File: config.mk
export PLATFORM = sky130hd
export DESIGN_NAME = light_cue_timeline
export DESIGN_NICKNAME = d
export VERILOG_FILES = /design/src/rtl/lct_pkg.sv /design/src/rtl/lct_ram.sv /design/src/rtl/lct_datapath.sv /design/src/rtl/lct_ctrl.sv /design/src/rtl/light_cue_timeline.sv
export SDC_FILE = /design/constraint.sdc
export NUM_CORES = 2
export LEC_CHECK = 0
export BUFFER_PORTS_ARGS = -buffer_cell sky130_fd_sc_hd__buf_2
export CORE_AREA = 5 5 426 428
export DETAILED_ROUTE_END_ITERATION = 8
export DIE_AREA = 0 0 431 433
export PLACE_DENSITY = 0.74
export SYNTH_ARGS = -nofsm -noshare
export SYNTH_HDL_FRONTEND = slang
export SYNTH_SLANG_ARGS = --single-unit
File: constraint.sdc
create_clock -name clk -period 5.76 [get_ports clk]
set_input_delay 0 -clock clk [delete_from_list [all_inputs] [get_ports clk]]
set_output_delay 0 -clock clk [all_outputs]
set_load 0.02 [all_outputs]
File: src/rtl/lct_pkg.sv
package lct_pkg;

    localparam int unsigned MAX_CUES_DEF = 64;
    localparam int unsigned TICK_W       = 16;
    localparam int unsigned PAT_W        = 16;
    localparam int unsigned CFG_DATA_W   = 16;

    // Command codes.
    localparam logic [1:0] CMD_ADD    = 2'd0;
    localparam logic [1:0] CMD_REMOVE = 2'd1;
    localparam logic [1:0] CMD_QUERY  = 2'd2;

    // Outcome codes.
    localparam logic [1:0] OUT_DONE  = 2'd0;
    localparam logic [1:0] OUT_RANGE = 2'd1;
    localparam logic [1:0] OUT_FULL  = 2'd2;

    // Configuration register indexes.
    localparam logic REG_LIGHTS_ENABLED = 1'b0;
    localparam logic REG_LENGTH_TICKS   = 1'b1;

    // One table entry as stored in the cue memory.
    typedef struct packed {
        logic              vld;
        logic [TICK_W-1:0] cue_tick;
        logic [PAT_W-1:0]  cue_pat;
    } lct_entry_t;

    localparam int unsigned ENTRY_W = $bits(lct_entry_t);

    // Commands from the controller to the datapath.
    typedef struct packed {
        logic load;
        logic rd_en;
        logic wipe;
        logic commit;
    } lct_ctl_t;

    // Status from the datapath to the controller.
    typedef struct packed {
        logic quick;
    } lct_sts_t;

    typedef enum logic [5:0] {
        ST_IDLE   = 6'b000001,
        ST_CLEAR  = 6'b000010,
        ST_DECIDE = 6'b000100,
        ST_SCAN   = 6'b001000,
        ST_DRAIN  = 6'b010000,
        ST_COMMIT = 6'b100000
    } lct_state_t;

endpackage

File: src/rtl/lct_ram.sv
module lct_ram #(
    parameter int unsigned WIDTH = 8,
    parameter int unsigned DEPTH = 64
) (
    input  logic                     clk,
    input  logic                     we,
    input  logic [$clog2(DEPTH)-1:0] waddr,
    input  logic [WIDTH-1:0]         wdata,
    input  logic                     re,
    input  logic [$clog2(DEPTH)-1:0] raddr,
    output logic [WIDTH-1:0]         rdata
);

    logic [WIDTH-1:0] mem [DEPTH];

    always_ff @(posedge clk)
    begin
        if (we)
        begin
            mem[waddr] <= wdata;
        end
        if (re)
        begin
            rdata <= mem[raddr];
        end
    end

endmodule

File: src/rtl/lct_datapath.sv
module lct_datapath #(
    parameter int unsigned MAX_CUES = lct_pkg::MAX_CUES_DEF
) (
    input  logic                                clk,
    input  logic                                rst_n,
    input  lct_pkg::lct_ctl_t                   ctl,
    input  logic [$clog2(MAX_CUES)-1:0]         addr,
    output lct_pkg::lct_sts_t                   sts,
    input  logic                                cfg_valid,
    input  logic                                cfg_index,
    input  logic [lct_pkg::CFG_DATA_W-1:0]      cfg_data,
    input  logic [1:0]                          command,
    input  logic [lct_pkg::TICK_W-1:0]          tick,
    input  logic [lct_pkg::PAT_W-1:0]           pattern_in,
    output logic [lct_pkg::PAT_W-1:0]           pattern_out,
    output logic [1:0]                          outcome
);

    import lct_pkg::*;

    localparam int unsigned AW = $clog2(MAX_CUES);

    logic              lights_en_reg;
    logic [TICK_W-1:0] length_reg;

    logic [1:0]        cmd_reg;
    logic [TICK_W-1:0] tick_reg;
    logic [PAT_W-1:0]  pat_reg;

    logic              vld_reg;
    logic [AW-1:0]     idx_reg;

    logic              match_found_reg, match_found_next;
    logic [AW-1:0]     match_idx_reg, match_idx_next;
    logic              free_found_reg, free_found_next;
    logic [AW-1:0]     free_idx_reg, free_idx_next;
    logic              best_found_reg, best_found_next;
    logic [TICK_W-1:0] best_tick_reg, best_tick_next;
    logic [PAT_W-1:0]  best_pat_reg, best_pat_next;

    logic [PAT_W-1:0]  pattern_out_reg, pattern_out_next;
    logic [1:0]        outcome_reg, outcome_next;

    logic              we;
    logic [AW-1:0]     waddr;
    lct_entry_t        wdata;
    lct_entry_t        rdata;
    logic              out_of_range;

    lct_ram #(
        .WIDTH (ENTRY_W),
        .DEPTH (MAX_CUES)
    ) u_cue_ram (
        .clk   (clk),
        .we    (we),
        .waddr (waddr),
        .wdata (wdata),
        .re    (ctl.rd_en),
        .raddr (addr),
        .rdata (rdata)
    );

    assign out_of_range = (tick_reg >= length_reg);

    // Items that need no pass over the table finish straight away.
    assign sts.quick = ((cmd_reg == CMD_ADD) && out_of_range)
                    || ((cmd_reg == CMD_QUERY) && (out_of_range || !lights_en_reg))
                    || ((cmd_reg != CMD_ADD) && (cmd_reg != CMD_REMOVE)
                        && (cmd_reg != CMD_QUERY));

    always_ff @(posedge clk or negedge rst_n)
    begin
        if (!rst_n)
        begin
            lights_en_reg <= 1'b0;
            length_reg    <= '0;
        end
        else if (cfg_valid)
        begin
            case (cfg_index)
                REG_LIGHTS_ENABLED: lights_en_reg <= cfg_data[0];
                REG_LENGTH_TICKS:   length_reg    <= cfg_data[TICK_W-1:0];
                default:            lights_en_reg <= lights_en_reg;
            endcase
        end
    end

    always_ff @(posedge clk)
    begin
        if (ctl.load)
        begin
            cmd_reg  <= command;
            tick_reg <= tick;
            pat_reg  <= pattern_in;
        end
        idx_reg <= addr;
    end

    // Fold one entry per cycle into the search results.
    always_comb
    begin
        match_found_next = match_found_reg;
        match_idx_next   = match_idx_reg;
        free_found_next  = free_found_reg;
        free_idx_next    = free_idx_reg;
        best_found_next  = best_found_reg;
        best_tick_next   = best_tick_reg;
        best_pat_next    = best_pat_reg;
        if (ctl.load)
        begin
            match_found_next = 1'b0;
            free_found_next  = 1'b0;
            best_found_next  = 1'b0;
            best_tick_next   = '0;
            best_pat_next    = '0;
        end
        else if (vld_reg)
        begin
            if (rdata.vld && (rdata.cue_tick == tick_reg) && !match_found_reg)
            begin
                match_found_next = 1'b1;
                match_idx_next   = idx_reg;
            end
            if (!rdata.vld && !free_found_reg)
            begin
                free_found_next = 1'b1;
                free_idx_next   = idx_reg;
            end
            if (rdata.vld && (rdata.cue_tick <= tick_reg)
                && (!best_found_reg || (rdata.cue_tick > best_tick_reg)))
            begin
                best_found_next = 1'b1;
                best_tick_next  = rdata.cue_tick;
                best_pat_next   = rdata.cue_pat;
            end
        end
    end

    always_ff @(posedge clk or negedge rst_n)
    begin
        if (!rst_n)
        begin
            vld_reg         <= 1'b0;
            match_found_reg <= 1'b0;
            free_found_reg  <= 1'b0;
            best_found_reg  <= 1'b0;
        end
        else
        begin
            vld_reg         <= ctl.rd_en;
            match_found_reg <= match_found_next;
            free_found_reg  <= free_found_next;
            best_found_reg  <= best_found_next;
        end
    end

    always_ff @(posedge clk)
    begin
        match_idx_reg <= match_idx_next;
        free_idx_reg  <= free_idx_next;
        best_tick_reg <= best_tick_next;
        best_pat_reg  <= best_pat_next;
    end

    always_comb
    begin
        we               = 1'b0;
        waddr            = addr;
        wdata            = '0;
        pattern_out_next = '0;
        outcome_next     = OUT_DONE;
        if (ctl.wipe)
        begin
            we = 1'b1;
        end
        else if (ctl.commit)
        begin
            case (cmd_reg)
                CMD_ADD:
                begin
                    if (out_of_range)
                    begin
                        outcome_next = OUT_RANGE;
                    end
                    else if (match_found_reg || free_found_reg)
                    begin
                        we             = 1'b1;
                        waddr          = match_found_reg ? match_idx_reg : free_idx_reg;
                        wdata.vld      = 1'b1;
                        wdata.cue_tick = tick_reg;
                        wdata.cue_pat  = pat_reg;
                    end
                    else
                    begin
                        outcome_next = OUT_FULL;
                    end
                end
                CMD_REMOVE:
                begin
                    if (match_found_reg)
                    begin
                        we    = 1'b1;
                        waddr = match_idx_reg;
                    end
                end
                CMD_QUERY:
                begin
                    if (out_of_range)
                    begin
                        outcome_next = OUT_RANGE;
                    end
                    else if (lights_en_reg)
                    begin
                        pattern_out_next = best_pat_reg;
                    end
                end
                default:
                begin
                    outcome_next = OUT_DONE;
                end
            endcase
        end
    end

    always_ff @(posedge clk)
    begin
        if (ctl.commit)
        begin
            pattern_out_reg <= pattern_out_next;
            outcome_reg     <= outcome_next;
        end
    end

    assign pattern_out = pattern_out_reg;
    assign outcome     = outcome_reg;

endmodule

File: src/rtl/lct_ctrl.sv
module lct_ctrl #(
    parameter int unsigned MAX_CUES = lct_pkg::MAX_CUES_DEF
) (
    input  logic                        clk,
    input  logic                        rst_n,
    input  logic                        start,
    output logic                        busy,
    output logic                        done,
    output lct_pkg::lct_ctl_t           ctl,
    output logic [$clog2(MAX_CUES)-1:0] addr,
    input  lct_pkg::lct_sts_t           sts
);

    import lct_pkg::*;

    localparam int unsigned AW = $clog2(MAX_CUES);
    localparam logic [AW-1:0] LAST_ADDR = AW'(MAX_CUES - 1);

    lct_state_t    state_reg, state_next;
    logic [AW-1:0] addr_reg, addr_next;
    logic          done_reg, done_next;

    always_comb
    begin
        state_next = state_reg;
        addr_next  = addr_reg;
        done_next  = 1'b0;
        ctl        = '0;
        case (state_reg)
            ST_CLEAR:
            begin
                ctl.wipe = 1'b1;
                if (addr_reg == LAST_ADDR)
                begin
                    addr_next  = '0;
                    state_next = ST_IDLE;
                end
                else
                begin
                    addr_next = addr_reg + 1'b1;
                end
            end
            ST_IDLE:
            begin
                if (start)
                begin
                    ctl.load   = 1'b1;
                    state_next = ST_DECIDE;
                end
            end
            ST_DECIDE:
            begin
                addr_next  = '0;
                state_next = sts.quick ? ST_COMMIT : ST_SCAN;
            end
            ST_SCAN:
            begin
                ctl.rd_en = 1'b1;
                if (addr_reg == LAST_ADDR)
                begin
                    addr_next  = '0;
                    state_next = ST_DRAIN;
                end
                else
                begin
                    addr_next = addr_reg + 1'b1;
                end
            end
            ST_DRAIN:
            begin
                // The read of the last entry lands in this cycle.
                state_next = ST_COMMIT;
            end
            ST_COMMIT:
            begin
                ctl.commit = 1'b1;
                done_next  = 1'b1;
                state_next = ST_IDLE;
            end
            default:
            begin
                state_next = ST_IDLE;
            end
        endcase
    end

    always_ff @(posedge clk or negedge rst_n)
    begin
        if (!rst_n)
        begin
            state_reg <= ST_CLEAR;
            addr_reg  <= '0;
            done_reg  <= 1'b0;
        end
        else
        begin
            state_reg <= state_next;
            addr_reg  <= addr_next;
            done_reg  <= done_next;
        end
    end

    assign busy = (state_reg != ST_IDLE);
    assign done = done_reg;
    assign addr = addr_reg;

endmodule

File: src/rtl/light_cue_timeline.sv
// Channel    Handshake            Payload
// command    start / busy         command, tick, pattern_in
// result     done (one cycle)     pattern_out, outcome
// config     cfg_valid/cfg_ready  cfg_index, cfg_data
//
// An in-range add, a remove or an in-range enabled query reads every table entry
// once through the single read port of the cue memory. Other items skip the pass
// over the table. After reset the memory is cleared one entry per cycle with busy
// high; configuration writes are taken at all times.
// Results cannot be held off, and a new item is taken in the cycle done is high.
module light_cue_timeline #(
    parameter int unsigned MAX_CUES = lct_pkg::MAX_CUES_DEF
) (
    input  logic                           clk,
    input  logic                           rst_n,
    input  logic                           start,
    output logic                           busy,
    input  logic [1:0]                     command,
    input  logic [lct_pkg::TICK_W-1:0]     tick,
    input  logic [lct_pkg::PAT_W-1:0]      pattern_in,
    output logic                           done,
    output logic [lct_pkg::PAT_W-1:0]      pattern_out,
    output logic [1:0]                     outcome,
    input  logic                           cfg_valid,
    output logic                           cfg_ready,
    input  logic                           cfg_index,
    input  logic [lct_pkg::CFG_DATA_W-1:0] cfg_data
);

    import lct_pkg::*;

    lct_ctl_t                    ctl;
    lct_sts_t                    sts;
    logic [$clog2(MAX_CUES)-1:0] addr;

    assign cfg_ready = 1'b1;

    lct_ctrl #(
        .MAX_CUES (MAX_CUES)
    ) u_ctrl (
        .clk   (clk),
        .rst_n (rst_n),
        .start (start),
        .busy  (busy),
        .done  (done),
        .ctl   (ctl),
        .addr  (addr),
        .sts   (sts)
    );

    lct_datapath #(
        .MAX_CUES (MAX_CUES)
    ) u_datapath (
        .clk         (clk),
        .rst_n       (rst_n),
        .ctl         (ctl),
        .addr        (addr),
        .sts         (sts),
        .cfg_valid   (cfg_valid),
        .cfg_index   (cfg_index),
        .cfg_data    (cfg_data),
        .command     (command),
        .tick        (tick),
        .pattern_in  (pattern_in),
        .pattern_out (pattern_out),
        .outcome     (outcome)
    );

endmodule
==> impl_metrics.toml <==
[timing]
skew_ns = 0.0349
rsz0062_at_grt = "false"
drv_slew = 0
min_period_over_period = 0.843
max-slew-margin-rel = 0.224
fin_crit_ns = 4.86
tightest_slew_ns = 1.16
finalHoldViolCount = 0
final.setup.worst_slack_ns = 0.903
finalSetupViolations = 0
whs_ns = 0.0640
max_clock_freq_mhz = 206

[critical_path]
critPathArrivalTime_ns = 5.39
reg2reg_depth = 10
crit_start = "u_datapath.tick_reg[7]"
reg2reg_slack_ns = 0.90
crit_path_end = "u_datapath.u_cue_ram.mem[0][17]"
crit-reg2reg-launch = "u_datapath.tick_reg[7]"
worstSetupPathType = "flip-flop to flip-flop"
regToRegEndpoint = "u_datapath.u_cue_ram.mem[0][17]"
endpoint_kind = "flip-flop"
critPathMaxFanout = 15
crit_path_start_kind = "flip-flop"
crit_required_ns = 6.29

[drt]
wl_per_cell_um = 31.9
drt-pass1-iter-count = 5
drc_errors = 0
drt_iter0_drc = 5812
vias = 41483
via_per_inst = 6.26
totalWireLength_mm = 212
drtAntennaViolNets = 0

[synth]
synth_edf_count = 2209
synth-seq-area-share = 0.771
synth_cell_types = 79
syn_nets = 3813
syn-instance-count = 3709
yosysWarningCount = 0
synth_top_area_share = 0.753
synth.area.top_cells = "edfxtp_1 75%, mux4_2 18%, dfrtp_1 0.94%"
yosys.area.top_type = "edfxtp_1"
synthArstFlopShare = 0.0149
ys.flop_type = "edfxtp_1"
synth.avg_cell_area_um2 = 23.8
syn_area_mm2 = 0.0881
ys_ff_latch = 2281

[layout]
largest_register_ff_count = 2112
drive_gt1_frac = 0.332
area_growth_pct = 14.6
final_area_mm2 = 0.101
regMostFlops = "u_datapath.u_cue_ram.mem"
final_util = 0.569
fin_nets = 4185
largest_registers = "u_datapath.u_cue_ram.mem: 2112 flops, u_datapath.u_cue_ram.rdata: 33 flops"

[clocking]
clk_pin_slew_ns = 0.06
cts_sinks = 2281
post_cts_resized = 0
cts_tree = "yes"
numCtsBuffers = 215
clockBufferDepth = 3
insertion_delay_ns = 0.86
clock-root-buffer = "clkbuf_16"
cts_setup_buffers = 0
h-tree-depth = 4

[floorplan]
die_y_um = 433
io_pins = 76
core_area_mm2 = 0.177
die-area_mm2 = 0.187
rows = 155
start_util = 0.497
fp.dieW_um = 431

[worst_hold_path]
hold_path_class = "primary input to flip-flop"

[power]
p_total_mw = 37.3
power_density_mw_per_mm2 = 369
ir_drop_mv = 0.284
p_leak_nw = 29.2

[grt]
grt_max_degree = 140
grt_util_all_layers = 0.228
overflow = 0
antenna_found_initial = 19
grt_pass1_wl_mm = 305
grt_pass1_vias = 42193

[placed_design]
dp_hpwl_mm = 121
port_buffers = 74
gp_congestion = 0.880
dpl_cell_area_mm2 = 0.0927
pre_cts_ws_ns = 1.04

[status]
status = "complete, no violations"

[flow_run]
max-cap-violations = 0
-- area by class of cell --
class / count / area (µm²)
clock buffer: 269 / 5710
timing repair buffer: 343 / 2910
antenna: 14 / 35.0
multi-input combinational: 1181 / 19800
fill: 12292 / 76500
tap: 2355 / 2950
sequential: 2281 / 68000
inverter: 59 / 221
clock inverter: 129 / 1410
-- critical path, cell delays in order, from the launching register on --
cell	delay, ns
edfxtp_1	0.40
ha_1	0.33
nand2_1	0.10
or3_1	0.36
o221ai_2	0.27
a211o_1	0.74
nor2_1	0.18
o31a_2	0.52
or3_1	0.65
nor2_4	0.66
buf_4	0.32
-- cells by family after synthesis --
kind of cell / Yosys count / share of synthesized area
AOI/OAI and AO/OA: 96 / 0.00890
adders and majority gates: 49 / 0.00696
buffers and inverters: 247 / 0.0115
DFF: 2281 / 0.771
muxes: 747 / 0.184
other: 1 / 0.0000426
and+or+nand+nor: 288 / 0.0180
-- cell usage after synthesis, drive strengths merged (3+ instances only) --
cell,n
a211o,5
a21o,4
a21oi,20
a31oi,3
and2,32
and3,6
buf,78
clkbuf,110
dfrtp,33
dfxtp,38
edfxtp,2209
ha,49
inv,59
mux2,18
mux2i,36
mux4,693
nand2,37
nand2b,7
nand3,21
nand4,13
nor2,106
nor2b,4
nor3,28
nor4,19
o211ai,3
o21a,6
o21ai,24
o221a,3
o221ai,3
o22ai,3
o31a,3
o31ai,3
or2,3
or3,6
-- what timing repair did --
action,4_1_cts,5_1_grt
endpoints found under the setup margin,0,0
hold buffers,107,0
hold endpoints to repair,127,0
-- routing by layer --
layer  track usage  vias up  part of all wire
li1              -    16622                 -
met5             0        -           0.00027
met4        0.0769        8             0.033
met2         0.361     2347              0.49
met3        0.0710      375              0.11
met1         0.305    22131              0.37
-- per-stage QoR --
stage | std cells | setup TNS [ns]
floorplan | 3709 | -525.21
global placement | 6112 | 0
detailed placement | 6112 | 0
CTS | 6617 | 0
global route | 6627 | 0
finish | 6631 | 0
-- where the power goes --
group / switching (mW) / internal (mW)
registers: 0.242 / 18.1
clock network: 6.17 / 8.09
logic: 2.48 / 2.22
-- cell usage in the layout, fill, tap and decap left out, drive strengths merged, types with 14 or more instances in the layout --
master          n
a21oi          20
and2           32
buf           237
bufinv         23
clkbuf        269
clkinv         80
dfrtp          33
dfxtp          38
diode          14
dlygate4sd3   106
edfxtp       2209
ha             49
inv            72
mux2           18
mux2i          36
mux4          693
nand2          37
nand3          21
nor2          106
nor3           28
nor4           19
o21ai          24
-- how the worst min path moves through the flow --
| stage | from | endpoint | slack, ns | depth (start not counted) |
|---|---|---|---|---|
| final | cfg_data[0] | u_datapath.length_reg[0] | 0.06 | 3 |
| after global routing | cfg_data[0] | u_datapath.length_reg[0] | 0.06 | 3 |
| after CTS | cfg_data[0] | u_datapath.length_reg[0] | 0.004 | 3 |
| after detailed placement | rst_n | u_ctrl.done | 0.18 | 1 |
| after global placement | rst_n | u_ctrl.done | 0.16 | 1 |
| after floorplan | rst_n | u_ctrl.addr[0] | -0.30 | 0 |
Power figures use the tool's default switching activity.
